**src/rtl/rgb_to_hsv_convert_defines.svh**
```systemverilog
// assertion macros shared by the rgb to hsv pipeline
`ifndef RGB_TO_HSV_CONVERT_DEFINES_SVH
`define RGB_TO_HSV_CONVERT_DEFINES_SVH

`ifndef SYNTHESIS
// property that must hold at every clock edge outside reset
`define RHC_ASSERT(lbl, clk, rst, prop, msg) \
  lbl: assert property (@(posedge clk) disable iff (rst) prop) else $error(msg);
// condition that must never be seen outside reset
`define RHC_ASSERT_NEVER(lbl, clk, rst, cond, msg) \
  lbl: assert property (@(posedge clk) disable iff (rst) !(cond)) else $error(msg);
`else
`define RHC_ASSERT(lbl, clk, rst, prop, msg)
`define RHC_ASSERT_NEVER(lbl, clk, rst, cond, msg)
`endif

`endif

```
**src/rtl/rhc_pkg.sv**
```systemverilog
`default_nettype none

package rhc_pkg;

  // scaled channel 0..1024
  localparam int CH_W = 11;
  localparam int CH_SHIFT = 10;

  // divider geometry: one quotient bit per stage
  localparam int QW = 11;
  localparam int SAT_DW = 17;
  localparam int HUE_DW = 21;

  localparam int FRONT_STAGES = 3;
  localparam int BACK_STAGES = 2;
  localparam int PIPE_STAGES = FRONT_STAGES + QW + BACK_STAGES;

  localparam int OFF_W = 13;
  localparam int HSUM_W = 13;

  localparam logic [6:0] PERCENT = 7'd100;
  localparam logic [5:0] DEGREES = 6'd60;
  localparam logic [1:0] MIN_SPREAD = 2'd3;

  localparam logic [OFF_W-1:0] OFF_RED = 13'd0;
  localparam logic [OFF_W-1:0] OFF_RED_WRAP = 13'(6 << CH_SHIFT);
  localparam logic [OFF_W-1:0] OFF_GREEN = 13'(2 << CH_SHIFT);
  localparam logic [OFF_W-1:0] OFF_BLUE = 13'(4 << CH_SHIFT);

  typedef struct packed {
    logic [7:0] red;
    logic [7:0] green;
    logic [7:0] blue;
  } pixel_t;

  typedef struct packed {
    logic [8:0] hue;
    logic [6:0] saturation;
    logic [6:0] brightness;
  } hsv_t;

  // per-pixel data that rides alongside the dividers
  typedef struct packed {
    logic [6:0]       brightness;
    logic             gray;
    logic             neg;
    logic [OFF_W-1:0] offset;
  } side_t;

  // (c << 10) / 255 = 4c + floor(4c / 255), the second term is 0..4
  function automatic logic [CH_W-1:0] scale_channel(input logic [7:0] c);
    logic [9:0] c4;
    logic [2:0] adj;
    begin
      c4 = {c, 2'b00};
      adj = 3'(c4 >= 10'd255) + 3'(c4 >= 10'd510) + 3'(c4 >= 10'd765)
          + 3'(c4 >= 10'd1020);
      scale_channel = 11'(c4) + 11'(adj);
    end
  endfunction

endpackage

`default_nettype wire

```
**src/rtl/rgb_to_hsv_convert.sv**
```systemverilog
// rgb to hsv pixel converter, fully pipelined
// pipeline from pixel request to hsv request: 3 front, 11 divide, 2 back stages
// throughput: one pixel per cycle while the output is not stalled; the two radix-2 dividers
//   retire one quotient bit per stage, so their 11-bit quotients set the depth
// a stalled output fills bubbles upstream before holding off new pixels
// reset: synchronous, clears all stage valid bits; pipeline empties at once
`default_nettype none
`include "rgb_to_hsv_convert_defines.svh"

module rgb_to_hsv_convert (
  input  wire logic            clk,
  input  wire logic            rst,
  input  wire logic            pixel_valid,
  output logic                 pixel_ready,
  input  wire rhc_pkg::pixel_t pixel,
  output logic                 hsv_valid,
  input  wire logic            hsv_ready,
  output rhc_pkg::hsv_t        hsv
);

  localparam int N = rhc_pkg::PIPE_STAGES;
  localparam int F = rhc_pkg::FRONT_STAGES;
  localparam int Q = rhc_pkg::QW;
  localparam int CW = rhc_pkg::CH_W;

  logic [N-1:0] v, ld;

  // a stage loads unless it and every stage after it hold a request
  // and the output is stalled
  always_comb begin
    for (int k = 0; k < N; k++) begin
      ld[k] = hsv_ready || !(&(v | ~({N{1'b1}} << k)));
    end
  end

  assign pixel_ready = ld[0];
  assign hsv_valid = v[N-1];

  // valid bits travel with the data
  always_ff @(posedge clk) begin
    if (rst) begin
      v <= '0;
    end else begin
      for (int k = 0; k < N; k++) begin
        if (ld[k]) begin
          v[k] <= (k == 0) ? pixel_valid : v[(k == 0) ? 0 : k - 1];
        end
      end
    end
  end

  // front end: scale, extremes, divider operands
  logic [rhc_pkg::SAT_DW-1:0] sat_dvd;
  logic [CW-1:0]              sat_dsr, hue_dsr;
  logic [rhc_pkg::HUE_DW-1:0] hue_dvd;
  rhc_pkg::side_t             side_f;

  rhc_front u_front (
    .clk     (clk),
    .ld      (ld[F-1:0]),
    .pixel   (pixel),
    .sat_dvd (sat_dvd),
    .sat_dsr (sat_dsr),
    .hue_dvd (hue_dvd),
    .hue_dsr (hue_dsr),
    .side    (side_f)
  );

  // saturation and hue dividers run side by side
  logic [Q-1:0] sat_q, hue_q;

  rhc_div #(.QW(Q), .DW(rhc_pkg::SAT_DW), .VW(CW)) u_sat_div (
    .clk      (clk),
    .ld       (ld[F+Q-1:F]),
    .dividend (sat_dvd),
    .divisor  (sat_dsr),
    .quotient (sat_q)
  );

  rhc_div #(.QW(Q), .DW(rhc_pkg::HUE_DW), .VW(CW)) u_hue_div (
    .clk      (clk),
    .ld       (ld[F+Q-1:F]),
    .dividend (hue_dvd),
    .divisor  (hue_dsr),
    .quotient (hue_q)
  );

  // side data delay matching the dividers
  rhc_pkg::side_t side_d [Q];

  always_ff @(posedge clk) begin
    for (int j = 0; j < Q; j++) begin
      if (ld[F+j]) begin
        side_d[j] <= (j == 0) ? side_f : side_d[(j == 0) ? 0 : j - 1];
      end
    end
  end

  // back end: hue assembly and output register
  rhc_back u_back (
    .clk   (clk),
    .ld    (ld[N-1:F+Q]),
    .sat_q (sat_q),
    .hue_q (hue_q),
    .side  (side_d[Q-1]),
    .hsv   (hsv)
  );

  // checks
  `RHC_ASSERT(a_fill_count, clk, rst, ((pixel_valid && pixel_ready && !(hsv_valid && hsv_ready)) |=> ($countones(v) == $past($countones(v)) + 1)), "pipeline occupancy did not grow by one")
  `RHC_ASSERT(a_full_when_blocked, clk, rst, (!pixel_ready |-> (&v)), "input held off while a stage is empty")
  `RHC_ASSERT(a_ranges, clk, rst, (hsv_valid |-> (hsv.hue <= 9'd360 && hsv.saturation <= 7'd100 && hsv.brightness <= 7'd100)), "hsv field out of range")
  `RHC_ASSERT_NEVER(a_faint_hue, clk, rst, (hsv_valid && hsv.saturation < 7'd3 && hsv.hue != 9'd0), "faint pixel with nonzero hue")

endmodule

`default_nettype wire

```
**src/rtl/rhc_front.sv**
```systemverilog
`default_nettype none

module rhc_front (
  input  wire logic                                  clk,
  input  wire logic [rhc_pkg::FRONT_STAGES-1:0]      ld,
  input  wire rhc_pkg::pixel_t                       pixel,
  output logic [rhc_pkg::SAT_DW-1:0]                 sat_dvd,
  output logic [rhc_pkg::CH_W-1:0]                   sat_dsr,
  output logic [rhc_pkg::HUE_DW-1:0]                 hue_dvd,
  output logic [rhc_pkg::CH_W-1:0]                   hue_dsr,
  output rhc_pkg::side_t                             side
);

  localparam int CW = rhc_pkg::CH_W;

  // stage 1: scaled channels
  logic [CW-1:0] r1, g1, b1;

  always_ff @(posedge clk) begin
    if (ld[0]) begin
      r1 <= rhc_pkg::scale_channel(pixel.red);
      g1 <= rhc_pkg::scale_channel(pixel.green);
      b1 <= rhc_pkg::scale_channel(pixel.blue);
    end
  end

  // stage 2: max, min, sextant and channel difference
  logic [CW-1:0] mx2, mn2, absd2;
  logic [CW-1:0] mx2_next, mn2_next, absd2_next;
  logic neg2, neg2_next;
  logic [rhc_pkg::OFF_W-1:0] off2, off2_next;

  always_comb begin
    mx2_next = (r1 > g1) ? ((r1 > b1) ? r1 : b1) : ((g1 > b1) ? g1 : b1);
    mn2_next = (r1 < g1) ? ((r1 < b1) ? r1 : b1) : ((g1 < b1) ? g1 : b1);
    if (mx2_next == r1) begin
      neg2_next = g1 < b1;
      absd2_next = neg2_next ? (b1 - g1) : (g1 - b1);
      off2_next = neg2_next ? rhc_pkg::OFF_RED_WRAP : rhc_pkg::OFF_RED;
    end else if (mx2_next == g1) begin
      neg2_next = b1 < r1;
      absd2_next = neg2_next ? (r1 - b1) : (b1 - r1);
      off2_next = rhc_pkg::OFF_GREEN;
    end else begin
      neg2_next = r1 < g1;
      absd2_next = neg2_next ? (g1 - r1) : (r1 - g1);
      off2_next = rhc_pkg::OFF_BLUE;
    end
  end

  always_ff @(posedge clk) begin
    if (ld[1]) begin
      mx2 <= mx2_next;
      mn2 <= mn2_next;
      absd2 <= absd2_next;
      neg2 <= neg2_next;
      off2 <= off2_next;
    end
  end

  // stage 3: spread, percent products and divider operands
  logic [CW-1:0] delta;
  logic [17:0] sat_prod, val_prod;

  always_comb begin
    delta = mx2 - mn2;
    sat_prod = 18'(delta) * 18'(rhc_pkg::PERCENT);
    val_prod = 18'(mx2) * 18'(rhc_pkg::PERCENT);
  end

  always_ff @(posedge clk) begin
    if (ld[2]) begin
      sat_dvd <= sat_prod[rhc_pkg::SAT_DW-1:0];
      sat_dsr <= mx2;
      hue_dvd <= {absd2, {rhc_pkg::CH_SHIFT{1'b0}}};
      hue_dsr <= delta;
      side.brightness <= val_prod[16:10];
      side.gray <= delta < CW'(rhc_pkg::MIN_SPREAD);
      side.neg <= neg2;
      side.offset <= off2;
    end
  end

endmodule

`default_nettype wire

```
**src/rtl/rhc_div.sv**
```systemverilog
`default_nettype none

module rhc_div #(
  parameter int QW = 11,
  parameter int DW = 21,
  parameter int VW = 11
) (
  input  wire logic          clk,
  input  wire logic [QW-1:0] ld,
  input  wire logic [DW-1:0] dividend,
  input  wire logic [VW-1:0] divisor,
  output logic [QW-1:0]      quotient
);

  // working width holds the dividend and the divisor at its top shift
  localparam int W = (DW > VW + QW) ? DW : VW + QW;

  logic [W-1:0]  rem [QW];
  logic [VW-1:0] dsr [QW];
  logic [QW-1:0] quo [QW];

  // one restoring step per stage, most significant quotient bit first
  for (genvar j = 0; j < QW; j++) begin : g_step
    localparam int B = QW - 1 - j;
    logic [W-1:0]  rem_in, trial;
    logic [VW-1:0] dsr_in;
    logic [QW-1:0] quo_in;
    logic          fits;

    if (j == 0) begin : g_first
      assign rem_in = W'(dividend);
      assign dsr_in = divisor;
      assign quo_in = '0;
    end else begin : g_rest
      assign rem_in = rem[j-1];
      assign dsr_in = dsr[j-1];
      assign quo_in = quo[j-1];
    end

    assign trial = W'(dsr_in) << B;
    assign fits = rem_in >= trial;

    always_ff @(posedge clk) begin
      if (ld[j]) begin
        rem[j] <= fits ? (rem_in - trial) : rem_in;
        dsr[j] <= dsr_in;
        quo[j] <= quo_in | (QW'(fits) << B);
      end
    end
  end

  assign quotient = quo[QW-1];

endmodule

`default_nettype wire

```
**src/rtl/rhc_back.sv**
```systemverilog
`default_nettype none

module rhc_back (
  input  wire logic                              clk,
  input  wire logic [rhc_pkg::BACK_STAGES-1:0]   ld,
  input  wire logic [rhc_pkg::QW-1:0]            sat_q,
  input  wire logic [rhc_pkg::QW-1:0]            hue_q,
  input  wire rhc_pkg::side_t                    side,
  output rhc_pkg::hsv_t                          hsv
);

  localparam int HW = rhc_pkg::HSUM_W;

  // stage 1: sextant offset plus signed quotient, masks
  logic [HW-1:0] hsum, hsum_next;
  logic [6:0]    sat1, bri1;
  logic          zero1;

  always_comb begin
    hsum_next = side.neg ? (side.offset - HW'(hue_q)) : (side.offset + HW'(hue_q));
  end

  always_ff @(posedge clk) begin
    if (ld[0]) begin
      hsum <= hsum_next;
      sat1 <= side.gray ? 7'd0 : sat_q[6:0];
      bri1 <= side.brightness;
      zero1 <= side.gray || (sat_q < rhc_pkg::QW'(rhc_pkg::MIN_SPREAD));
    end
  end

  // stage 2: degrees and output register
  logic [18:0] deg;

  always_comb begin
    deg = 19'(hsum) * 19'(rhc_pkg::DEGREES);
  end

  always_ff @(posedge clk) begin
    if (ld[1]) begin
      hsv.hue <= zero1 ? 9'd0 : deg[18:10];
      hsv.saturation <= sat1;
      hsv.brightness <= bri1;
    end
  end

endmodule

`default_nettype wire
```
**config.mk**
```make
export PLATFORM = sky130hd
export DESIGN_NAME = rgb_to_hsv_convert
export DESIGN_NICKNAME = d
export VERILOG_FILES = /design/src/rtl/rhc_pkg.sv /design/src/rtl/rgb_to_hsv_convert.sv /design/src/rtl/rhc_front.sv /design/src/rtl/rhc_div.sv /design/src/rtl/rhc_back.sv
export VERILOG_INCLUDE_DIRS = /design/src /design/src/rtl
export SDC_FILE = /design/constraint.sdc
export NUM_CORES = 2
export LEC_CHECK = 0
export BUFFER_PORTS_ARGS = -buffer_cell sky130_fd_sc_hd__buf_2
export CORE_UTILIZATION = 55
export CTS_CLUSTER_SIZE = 40
export DETAILED_ROUTE_END_ITERATION = 7
export PLACE_DENSITY = 0.74
export SYNTH_ARGS = -nofsm -noshare
export SYNTH_HDL_FRONTEND = slang
export SYNTH_SLANG_ARGS = --single-unit
```
**constraint.sdc**
```tcl
create_clock -name clk -period 5.3 [get_ports clk]
set_clock_uncertainty 0.2 [all_clocks]
set_input_delay 0.265 -clock clk [delete_from_list [all_inputs] [get_ports clk]]
set_output_delay 0.265 -clock clk [all_outputs]
set_load 0.02 [all_outputs]
```
Word level (Yosys, flattened, before mapping) --
Memory sizes are Yosys's and may differ from the RTL's. Cells that the tools add are included.
Storage, ports and cells: bits of input ports 28, RAM bits 1210, memories 7, register bits after elaboration 217
Memories:
- side_d | words 11, width 22, read ports 11, clocked after Yosys merged registers in 0, wr ports 11, line rgb_to_hsv_convert.sv:89 | rhc_pkg::side_t side_d [Q];
- u_hue_div.rem | words 11, width 22, read ports 10, clocked after Yosys merged registers in 0, wr ports 11, line rhc_div.sv:18 | logic [W-1:0] rem [QW];
- u_sat_div.rem | words 11, width 22, read ports 10, clocked after Yosys merged registers in 0, wr ports 11, line rhc_div.sv:18
- u_hue_div.dsr | words 11, width 11, read ports 10, clocked after Yosys merged registers in 0, wr ports 11, line rhc_div.sv:19 | logic [VW-1:0] dsr [QW];
- u_hue_div.quo | words 11, width 11, read ports 11, clocked after Yosys merged registers in 0, wr ports 11, line rhc_div.sv:20 | logic [QW-1:0] quo [QW];
- u_sat_div.dsr | words 11, width 11, read ports 10, clocked after Yosys merged registers in 0, wr ports 11, line rhc_div.sv:19
- 1 more memories
Cells by class: multipliers 3, add/subtract/negate cells 43, equality and inequality tests 2, mux-type cells 61, magnitude comparators 43, reductions and logical operators 48, bitwise gates (word level) 20
Operators with widths (number):
- $mux W22 | 22
- $mux W11 | 11
- $sub A11 B11 Y11 | 7
- $ge A10 B10 Y1 const B | 6
- $mux W13 | 4
- $ge A22 B11 Y1 | 2
- $ge A22 B12 Y1 | 2
- $ge A22 B13 Y1 | 2
- $ge A22 B14 Y1 | 2
- $ge A22 B15 Y1 | 2
- $ge A22 B16 Y1 | 2
- $ge A22 B17 Y1 | 2
- $ge A22 B18 Y1 | 2
- $ge A22 B19 Y1 | 2
- $ge A22 B20 Y1 | 2
- $lt A11 B11 Y1 | 4
- $sub A22 B11 Y22 | 2
- $sub A22 B12 Y22 | 2
- $sub A22 B13 Y22 | 2
- $sub A22 B14 Y22 | 2
- $sub A22 B15 Y22 | 2
- $sub A22 B16 Y22 | 2
- $sub A22 B17 Y22 | 2
- $sub A22 B18 Y22 | 2
- other kinds (46) | 130

Longest topological paths before layout --
word-level depth 6, mapped depth 24, gate-level depth less buffers 24

Cells and area by module --
Synthesis repeated with hierarchy kept, for this count alone.
Second synthesis, totals: cells, all modules 4884, area total of the unflattened synthesis 62204.7 um^2
By module, submodules not included:
- rhc_div (u_hue_div) | cells an instance 1615, area each 19960.4 um^2, sequential area each 11891.4 um^2, times used 1
- rhc_div (u_sat_div) | cells an instance 1573, area each 19735.2 um^2, sequential area each 11891.4 um^2, times used 1
- rhc_front | cells an instance 1044, area each 10832.9 um^2, sequential area each 3753.6 um^2, times used 1
- rgb_to_hsv_convert | cells an instance 328, area each 7996.4 um^2, sequential area each 7587.3 um^2, times used 1
- rhc_back | cells an instance 324, area each 3679.8 um^2, sequential area each 1531.5 um^2, times used 1

Worst setup path after synthesis --
Ideal clock, no wire load.
path type register to register, start point register u_front.mx2[1], end point register u_front.sat_dvd[16] (netlist name), data pin, setup time 0.263 ns, stages on the path, launching flop included 23, setup slack 0.071 ns, required time 4.837 ns, period minus slack after synthesis 5.229 ns, data arrival time 4.766 ns, cells stage by stage edfxtp_1 -> ha_1 -> nor2b_1 -> o21ai_0 -> a21boi_0 -> o21ai_0 -> a21boi_0 -> o21a_1 -> or2_2 -> xnor2_1 -> inv_1 -> ha_1 -> ha_1 -> inv_1 -> fa_1 -> inv_1 -> ha_1 -> a21boi_0 -> o21ai_0 -> a21boi_0 -> nor4_1 -> a311oi_1 -> xnor2_1
On the way: word-level cells in the longest chain between the ends 2
Ends and longest elaborated chain:
- from (decl) | line rhc_front.sv:28 | logic [CW-1:0] mx2, mn2, absd2;
- from (signal assigned) | line rhc_front.sv:53 | mx2 <= mx2_next;
- $sub A11 B11 Y11 | line rhc_front.sv:66 | delta = mx2 - mn2;
- net u_front.delta[7] | line rhc_front.sv:62 | logic [CW-1:0] delta;
- $mul A11 B5 Y15 | line rhc_front.sv:67 | sat_prod = 18'(delta) * 18'(rhc_pkg::PERCENT);
- net u_front.sat_prod[16] | line rhc_front.sv:63 | logic [17:0] sat_prod, val_prod;
- to (signal assigned) | line rhc_front.sv:73 | sat_dvd <= sat_prod[rhc_pkg::SAT_DW-1:0];
- to (decl) | line rhc_front.sv:7 | output logic [rhc_pkg::SAT_DW-1:0] sat_dvd,
The timed path passes the listed nets, and every way through them passes these cells. A chain may end at the register's enable or synchronous reset.

Worst setup path in the final report --
start point register u_front.mn2[0], end point register u_front.sat_dvd[16] (netlist name), data pin
On the way: word-level cells in the longest chain between the ends 2
Ends and longest elaborated chain:
- from (decl) | line rhc_front.sv:28
- from (signal assigned) | line rhc_front.sv:54 | mn2 <= mn2_next;
- $sub A11 B11 Y11 | line rhc_front.sv:66
- net u_front.delta[2] | line rhc_front.sv:62
- $mul A11 B5 Y15 | line rhc_front.sv:67
- net u_front.sat_prod[16] | line rhc_front.sv:63
The timed path passes the listed nets, and every way through them passes these cells.

==> out/metrics.cfg <==
[placement]
routabilityCongestion = 0.963
place_hpwl_um = 74900
port_buffers = 52
place_ws_ns = -0.137
placed_area_um2 = 55800

[detailed_routing]
vias = 33245
met2RoutedLength_um = 52800
drtIter0Drc = 1786
highest_layer = met4
drt-vias-per-instance = 5.51
wl_um = 100000
drt.antenna.violating_nets = 0
met3_length_um = 2730
wl_per_cell_um = 16.6
dr.pass1.iters = 5
wl_met1_um = 39600
drc = 0

[clock_tree]
cts_max_level = 3
insertion_delay_ns = 0.70
clk_pin_slew_ns = 0.06
cts_buffers = 104
cts_tree = done
cts.sinks = 1010
cts_root_buffer = clkbuf_16
max-clock-path-buffers = 3

[sta]
finalCritPeriodShare_pct = 96.2
slew-limit-headroom_pct = 27.6
finalMaxSlewViolations = 0
fmax_ghz = 0.196
hold_viol = 0
layout_setup_ws_ns = 0.201
worstMarginPinSlew_ns = 1.09
tns_ns = 0
whs_ns = 0.187
setup_viol = 0
post-route-min-period_ns = 5.10

[floorplanning]
coreArea_um2 = 96700
die_x_um = 315
die_h_um = 315
rows = 114
start_util_pct = 55.6
die_area_um2 = 99000
ioPinCount = 53

[power_and_ir_drop]
p_switching_uw = 14800
swShare_pct = 35.8
clockPowerShare_pct = 17.8
power_frac_comb_pct = 44.6
power_frac_seq_pct = 37.7
p_per_area_nw_per_um2 = 690
p_leak_uw = 0.0246
intPower_uw = 26500
ir_drop_v = 0.000512

[worst_setup_path]
crit_family = adder cells
crit_required_ns = 5.52
cp-start-kind = flip-flop
crit_slowest_cell = fa_1
crit_top_cell = ha_1
arrival_ns = 5.32
worstPathMaxFanout = 3
path_class = flip-flop to flip-flop
critPathCaptureType = flip-flop
crit_buf_inv = 4
critical-path-max-stage-delay_ns = 0.49
path_cells = ha_1 > fa_1 > xor2_1 > inv_1 > ha_1 > ha_1 > inv_1 > fa_1 > inv_1 > ha_1 > nor2b_1 > o21ai_0 > a21boi_1 > o21ai_1 > a21boi_1 > o21ai_1 > a21boi_2 > buf_4 > a311oi_2 > xnor2_1

[final_layout]
multi_input_area_um2 = 21400
fin_util_pct = 61.8
stdcell_area_um2 = 59800
n_antenna_cell = 0
drive_gt1_share_pct = 8.20
syn2layout_area_growth_pct = 11.2
nets = 5173
regArea_um2 = 30200
nFillCells = 7282

[synth]
synth.most_common_cell = edfxtp_1
ys_ff_latch = 1010
synth_top_area_share_pct = 55.5
yosysUniqueCellTypes = 96
yosysWarningCount = 0
syn_area_per_cell_um2 = 12.0
synth_edf_count = 994
synth_area_um2 = 53800
syn_nets = 4993
ys.flop_type = edfxtp_1
yosysSeqAreaShare_pct = 56.1
postSynth.asyncResetShare_pct = 0
synth_largest_area_cell = edfxtp_1
synthCells = 4490
ys_top_cells_by_area = edfxtp_1, ha_1, inv_1
ys_top_cells_by_count = edfxtp_1, inv_1, ha_1

[global_route]
grt-ovfl-total = 0
antenna_found_initial = 0
grt_pass1_vias = 33626
grt_pass1_wl_um = 162000
grt_max_degree = 88
grt_use_total_pct = 20.4

[min_path]
hold_class = flip-flop to flip-flop

[run_status]
outcome = finished, final reports clean

[run]
maxCapViolCount = 0

==> worst register-to-register path: cells and delay by family, from the launching register on <==
family                   cells  cell delay (ns)
adder cells (fa/ha/maj)      6             2.03
AO/OA/AOI/OAI                7             1.30
XOR/XNOR                     2             0.39
buffers and inverters        4             0.38
flip-flops                   1             0.37
AND/OR/NAND/NOR              1             0.14
==> sequential cells by signal, indices dropped and copies added, names as in the netlist, 12 cells and up <==
signal	flops
u_sat_div.quo	66
u_front.sat_dvd	12
u_back.hsum	13
u_hue_div.dsr	110
u_hue_div.rem	165
u_sat_div.dsr	110
side_d	121
u_back.hsv	23
v	16
u_hue_div.quo	66
u_sat_div.rem	180
==> cells in the final DEF, fill, tap and decap left out, types with 16 or more instances in the layout <==
master	n
nor4_1	41
a21o_1	56
and3_1	22
o211ai_1	20
ha_1	412
o31ai_1	48
mux2i_1	52
xor2_1	113
nand2b_1	52
o21bai_1	20
clkinv_2	21
nor2_1	300
o22ai_1	16
nand3_1	83
dlygate4sd3_1	45
o21ai_0	217
o21a_1	54
a211oi_1	21
inv_1	505
mux2_2	43
fa_1	63
buf_2	52
nor2b_1	77
edfxtp_1	994
nor3_1	96
nand2_1	263
and2_1	23
or3_1	20
nand4_1	46
nand4b_1	16
a21oi_1	223
clkinv_1	18
xnor2_1	193
or2_2	16
clkbuf_16	104
buf_4	68
a21boi_0	56
a31oi_1	22
dfxtp_1	16
==> power groups by stage <==
stage / logic (µW) / registers [µW] / clock network, µW
after floorplan: 14200 / 15100 / 0
after global placement: 17500 / 15600 / 0
after detailed placement: 18000 / 15700 / 0
after CTS: 18300 / 15600 / 7480
after global routing: 20900 / 15900 / 7800
final: 18400 / 15600 / 7330
==> layer usage <==
| layer | global-route usage [%] | up-vias |
|---|---|---|
| met5 | 0 | - |
| met4 | 10.2 | 0 |
| met3 | 2.68 | 253 |
| met2 | 38.7 | 533 |
| met1 | 22.0 | 15862 |
| li1 | - | 16597 |
==> worst paths after layout <==
| kind | cells after the start | slack (ns) | startpoint | to |
|---|---|---|---|---|
| worst min register to register | 0 | 0.19 | side_d[2][13] | side_d[3][13] |
| worst max register to register | 20 | 0.20 | u_front.mn2[0] | u_front.sat_dvd[16] |
| worst max-delay path | 20 | 0.20 | u_front.mn2[0] | u_front.sat_dvd[16] |
| worst min-delay path | 0 | 0.19 | side_d[2][13] | side_d[3][13] |
==> cells by family after synthesis <==
group / share of synthesized area [%]
AOI/OAI and AO/OA: 10.5
xor gates and xnor gates: 5.02
muxes: 1.89
DFF: 56.1
adders and majority gates: 11.9
buffers and inverters: 4.30
and+or+nand+nor: 10.3
==> per-stage QoR <==
stage          total power, µW  instances
5_1_grt                  44600       6032
4_1_cts                  41300       6030
2_1_floorplan            29300       4490
3_5_place_dp             33700       5793
6_report                 41300       6032
3_3_place_gp             33000       5793
==> what timing repair did <==
action,4_1_cts,5_1_grt
gates resized for setup,5,15
hold endpoints to repair,49,0
cloned,0,0
hold buffers,45,0
endpoints found under the setup margin,1,3
buffers inserted,0,2
pin swaps,1,6
==> cell type report <==
| type | count | area share (%) |
|---|---|---|
| multi-input combinational | 2877 | 35.8 |
| sequential | 1010 | 50.4 |
| clock inverter | 69 | 1.33 |
| inverter | 512 | 3.22 |
| tap | 1276 | 2.67 |
| clock buffer | 123 | 4.54 |
| timing repair buffer | 165 | 2.04 |
(Power assumes the default switching activity.)
